===== src/rtl/pie_pkg.sv =====
package pie_pkg;

    // Table size and derived widths.
    localparam int CAPACITY   = 64;
    localparam int WORD_W     = 64;
    localparam int CNT_W      = 7;
    localparam int GROUP_SIZE = 8;
    localparam int GROUP_CNT  = CAPACITY / GROUP_SIZE;

    typedef enum logic [1:0] {
        CMD_INSERT = 2'd0,
        CMD_ERASE  = 2'd1,
        CMD_READ   = 2'd2,
        CMD_WRITE  = 2'd3
    } cmd_t;

    typedef enum logic [1:0] {
        ST_OK    = 2'd0,
        ST_RANGE = 2'd1,
        ST_FULL  = 2'd2
    } status_t;

    typedef enum logic [1:0] {
        S_IDLE,
        S_EXEC,
        S_GATHER
    } state_t;

    // Command broadcast from the control logic to every cell.
    typedef struct packed {
        logic              apply;
        cmd_t              cmd;
        logic [CNT_W-1:0]  pos;
        logic [WORD_W-1:0] value;
    } cell_bus_t;

endpackage


===== src/rtl/pie_cell.sv =====
module pie_cell (
    input  logic                         clk,
    input  pie_pkg::cell_bus_t           bus,
    input  logic [pie_pkg::CNT_W-1:0]    index,
    input  logic [pie_pkg::WORD_W-1:0]   left_word,
    input  logic [pie_pkg::WORD_W-1:0]   right_word,
    output logic [pie_pkg::WORD_W-1:0]   entry,
    output logic [pie_pkg::WORD_W-1:0]   sel_word
);
    import pie_pkg::*;

    logic [WORD_W-1:0] entry_reg;
    logic [WORD_W-1:0] entry_next;
    logic              hit;
    logic              above;

    assign hit   = (index == bus.pos);
    assign above = (index > bus.pos);

    // Each cell keeps its own value or takes the command's value, its lower neighbor's or its upper neighbor's.
    always_comb
    begin
        entry_next = entry_reg;
        if (bus.apply)
        begin
            case (bus.cmd)
                CMD_INSERT:
                begin
                    if (hit)
                        entry_next = bus.value;
                    else if (above)
                        entry_next = left_word;
                end
                CMD_ERASE:
                begin
                    if (hit || above)
                        entry_next = right_word;
                end
                CMD_WRITE:
                begin
                    if (hit)
                        entry_next = bus.value;
                end
                default:
                begin
                    entry_next = entry_reg;
                end
            endcase
        end
    end

    always_ff @(posedge clk)
    begin
        entry_reg <= entry_next;
    end

    assign entry    = entry_reg;
    assign sel_word = hit ? entry_reg : '0;

endmodule


===== config.mk =====
export PLATFORM = sky130hd
export DESIGN_NAME = pie_cell
export DESIGN_NICKNAME = d
export VERILOG_FILES = /design/src/rtl/pie_pkg.sv /design/src/rtl/pie_cell.sv
export SDC_FILE = /design/constraint.sdc
export NUM_CORES = 1
export LEC_CHECK = 0
export BUFFER_PORTS_ARGS = -buffer_cell sky130_fd_sc_hd__buf_2
export CAP_MARGIN = 30
export CORE_AREA = 4 4 128 130
export CTS_BUF_LIST = sky130_fd_sc_hd__clkbuf_8
export DETAILED_ROUTE_END_ITERATION = 10
export DIE_AREA = 0 0 132 134
export PLACE_DENSITY = 0.65
export SLEW_MARGIN = 20
export SYNTH_ARGS = -nofsm -noshare
export SYNTH_HDL_FRONTEND = slang
export SYNTH_SLANG_ARGS = --single-unit

===== constraint.sdc =====
create_clock -name clk -period 10.48 [get_ports clk]
set_clock_uncertainty 0.05 [all_clocks]
set_input_delay 1.048 -clock clk [delete_from_list [all_inputs] [get_ports clk]]
set_output_delay 1.048 -clock clk [all_outputs]
set_load 0.03 [all_outputs]

# --- Yosys cells after proc, flatten, opt, wreduce, memory -nomap -nowiden ---
# Index checks and enable logic that the tools add are counted.
word_totals:
  output_inout_bits: 128
  reg_bits: 64
  inputBits: 210
op_classes:
  eq_ne: 6
  n_lt_le_gt_ge: 1
  n_mux: 6
  n_reduce_logical: 4
op_table:
  columns: ["cell", "n"]
  rows:
  - ["$mux W64", 5]
  - ["$pmux W64 S3", 1]
  - ["$eq A7 B7 Y1", 1]
  - ["$gt A7 B7 Y1", 1]
  - ["$reduce_and A5 Y1", 1]
  - ["$ne A2 B2 Y1 const B", 2]
  - ["$ne A3 B3 Y1 const B", 1]
  - ["$reduce_bool A3 Y1", 1]
  - ["$eq A2 B1 Y1 const B", 1]
  - ["$eq A2 B2 Y1 const B", 1]
  - ["$logic_not A2 Y1", 1]
  - ["$logic_or A1 B1 Y1", 1]

# --- Longest topological paths before layout ---
depth:
  depth_word: 4
  ltp_mapped: 8
  mapped_depth_nobuf: 6

# --- Least setup slack after synthesis ---
# No wires, ideal clock.
synth_path:
  path_type: "in2reg"
  startpoint: "input bus[70] (netlist name)"
  endpoint: "register entry_reg[0], in the netlist entry[0] (enable)"
  required_ps: 9923
  setup_ps: 507
  path_slack_ps: 4751
  path_buffers: 2
  t_arrival_ps: 5172
  path_stages: 8
  cell_sequence: "inv_1 -> ha_1 -> nand4_1 -> nor2_1 -> buf_4 -> buf_6 -> o221ai_1 -> a21oi_1"
synth_between:
  elab_chain_cells: 4
synth_lines:
  columns: ["item", "line_no", "source"]
  rows:
  - ["start, declared", "pie_cell.sv:3", "input pie_pkg::cell_bus_t bus,"]
  - ["$gt A7 B7 Y1 or $eq A7 B7 Y1 (tied branches)", "pie_cell.sv:18, pie_cell.sv:17", null]
  - ["$logic_or A1 B1 Y1", "pie_cell.sv:36", "if (hit || above)"]
  - ["$ne A2 B2 Y1 (no line)", null, null]
  - ["$reduce_and A5 Y1 (no line) (*)", null, null]
  - ["end signal, assigned", "pie_cell.sv:54", "entry_reg <= entry_next;"]
  - ["end, declared", "pie_cell.sv:12", "logic [WORD_W-1:0] entry_reg;"]
# Mark *: on every way between the ends. The rest lies on a longest branch, timed or not.
# A chain may end at the register's enable or synchronous reset.

# --- Worst setup path after layout ---
layout_path:
  startpoint: "input bus[70] (netlist name)"
  endpoint: "register entry_reg[44], in the netlist entry[44] (enable)"
# The elaborated chain is that of the path after synthesis.

==> impl_results.md <==
* Syn Area/Cell at ~10 µm²
* Met1 usage at 0.2172
* Mapped Area at approximately 0.0041 mm²
* Setup TNS at 0 ps
* Ant. Diodes at 0
* Cell Pwr Density at 125.5 mW/mm²
* Tcrit/Tclk final at 0.3901
* Htree depth at 3
* GR Util met2 at 0.2896
* Die height at 134 µm
* Met3 usage at 0.03601
* Clock sink count at 64
* Die area at between 0.015 and 0.02 mm²
* Fin nets at between 900 and 1000
* Min-delay worst type: in2reg
* Vias in the first global route at roughly 4400
* Initial DRC Count at between 300 and 400
* Rel. slew slack at 0.4194
* DRC violations left at 0
* Postcts setup bufs at 0
* Number of max-cap violations at 0
* Initial antenna violation count at 0
* Cts hold-fix bufs at 0
* Routed wire length per instance at roughly 18 µm
* Starting Density at 0.2736
* Number of CTS-inserted buffers at 9
* GRT busiest layer: met2
* First-pass GRT wire length at roughly 24 mm
* #FFs+latches synth at 64
* Routed Antenna Nets at 0
* Most frequent cells in the layout: buf_2 (337), a22oi_1 (126), and3_1 (64), edfxtp_1 (64), o21ai_1 (60)
* Sequential cell area at around 0.0019 mm²
* Run status: finished clean
* CP Class: in2reg
* Pin count of the biggest net entering global routing at 68
* Crit path launch type: input port
* Fill cell count at roughly 1500
* Root Buffer Master: clkbuf_8
* Vias at about 4700
* Dpl hpwl at ~12 mm
* Worst Setup End Kind: flop
* Gpl congestion at between 0.8 and 0.9
* # setup viols final at 0
* Clock transition at path regs at roughly 70 ps
* FP Rows at between 40 and 50
* Ys Warns at 0
* Multi-input logic area at 0.001956 mm²
* Drt total wl at approximately 16 mm
* Leakage power at 3.127 nW
* Vias per cell at 5.151
* Maximum clock frequency at 244.6 MHz
* Syn-to-layout area delta at 48.67%
* Cell variety after synth at 23
* I/O Buffers at 337
* Worst-margin pin slew at a little under 900 ps
* Final hold viol count at 0
* Clock Tree Buf Depth at 2
* Ports at approximately 340
* Share of cells above drive strength 1 at 0.5063
* RSZ-0062 raised after global routing: false
* Post-synthesis sequential area ratio at 0.4638
* CTS tree: yes
* Max-slew violation count at 0
* Cells after Synth at slightly above 400
* Hold_ws at between 900 and 1000 ps
* Global Route Usage Sum at 0.1716
* Core area at 0.01515 mm²
* Most common cell after layout, fill and taps aside: buf_2
* Syn_nets at about 630
* GRT overflow at 0
* Worst EP arrival at roughly 4000 ps
* Fin crit period at around 4100 ps
* Initial DRT Pass Iterations at 6
* CP Data Required Time at about 10000 ps
* DIE WIDTH at 132 µm
* Post-CTS Resized at 0
* CP max FO at 34
* Maximum VDD drop at between 50 and 60 µV
* Largest register FFs at 64
[Yosys cell counts]
cell      instances  area, µm²
o21ai_1          60      300.3
a22oi_1         126      945.9
ha_1             10      125.1
a21oi_4           1      16.27
o21a_1            1      7.510
nand3_1           1      5.000
nor2_1            2      7.510
buf_4             6      45.04
nand4_1           1      6.260
buf_6             7      78.83
nor2b_1           2      12.51
o21ai_0           6      30.03
and3_1           65      406.6
edfxtp_1         64       1922
nor3_1            1      5.000
o221ai_1          2      17.52
buf_1             1      3.750
a21oi_1           4      20.02
buf_2             4      20.02
and4_4            1      11.26
clkbuf_1         30      112.6
nand2_1           1      3.750
inv_1            11      41.29
[routing by layer]
layer  vias up  routed length [µm]
met5         -                   0
met2       245                8056
met1      2145                6597
met4         0                 320
li1       2257                   -
met3        25                1277
[cell type report]
cell class,instances,area share
Multi-Input combinational cell,284,0.3174
Sequential cell,64,0.3119
Timing Repair Buffer,345,0.2933
Tap cell,188,0.03818
Clock buffer,9,0.02011
Clock inverter,6,0.01239
Inverter,11,0.006702
[worst max-delay path, cell delays in order]
cell      delay, ps
buf_2            80
inv_1            30
ha_1            320
nand4_1         180
nor2_4          720
buf_4           490
o221ai_1        250
a21oi_4         400
buf_4           470
[kinds of logic after synthesis]
group / Yosys count / synth area share
AO/OA/AOI/OAI: 200 / 0.3228
adder cells (fa/ha/maj): 10 / 0.03019
buffers and inverters: 59 / 0.07277
flip-flops: 64 / 0.4638
AND/OR/NAND/NOR: 74 / 0.1105
[worst paths after layout]
kind        end     from  depth (start not counted)
max   entry[44]  bus[70]                          9
min   entry[24]  bus[24]                          3
[stage by stage]
stage / setup slack, ps / cell area (µm²) / util / power [mW] / std cells
finish: 6392 / 6161 / 0.4068 / 0.7730 / 907
global route: 6148 / 6161 / 0.4068 / 0.8163 / 907
CTS: 6379 / 6106 / 0.4031 / 0.7816 / 905
detailed placement: 5991 / 5906 / 0.3899 / 0.5529 / 890
global placement: 5427 / 5878 / 0.3881 / 0.5485 / 889
floorplan: 4751 / 4144 / - / 0.4622 / 407
[power by group]
part / internal [mW] / leakage [nW] / switching [mW]
Sequential: 0.318 / 0.582 / 0.0148
Combinational: 0.0790 / 2.44 / 0.138
Clock: 0.130 / 0.105 / 0.0937
Note: power is estimated with default switching activity, not from simulation.
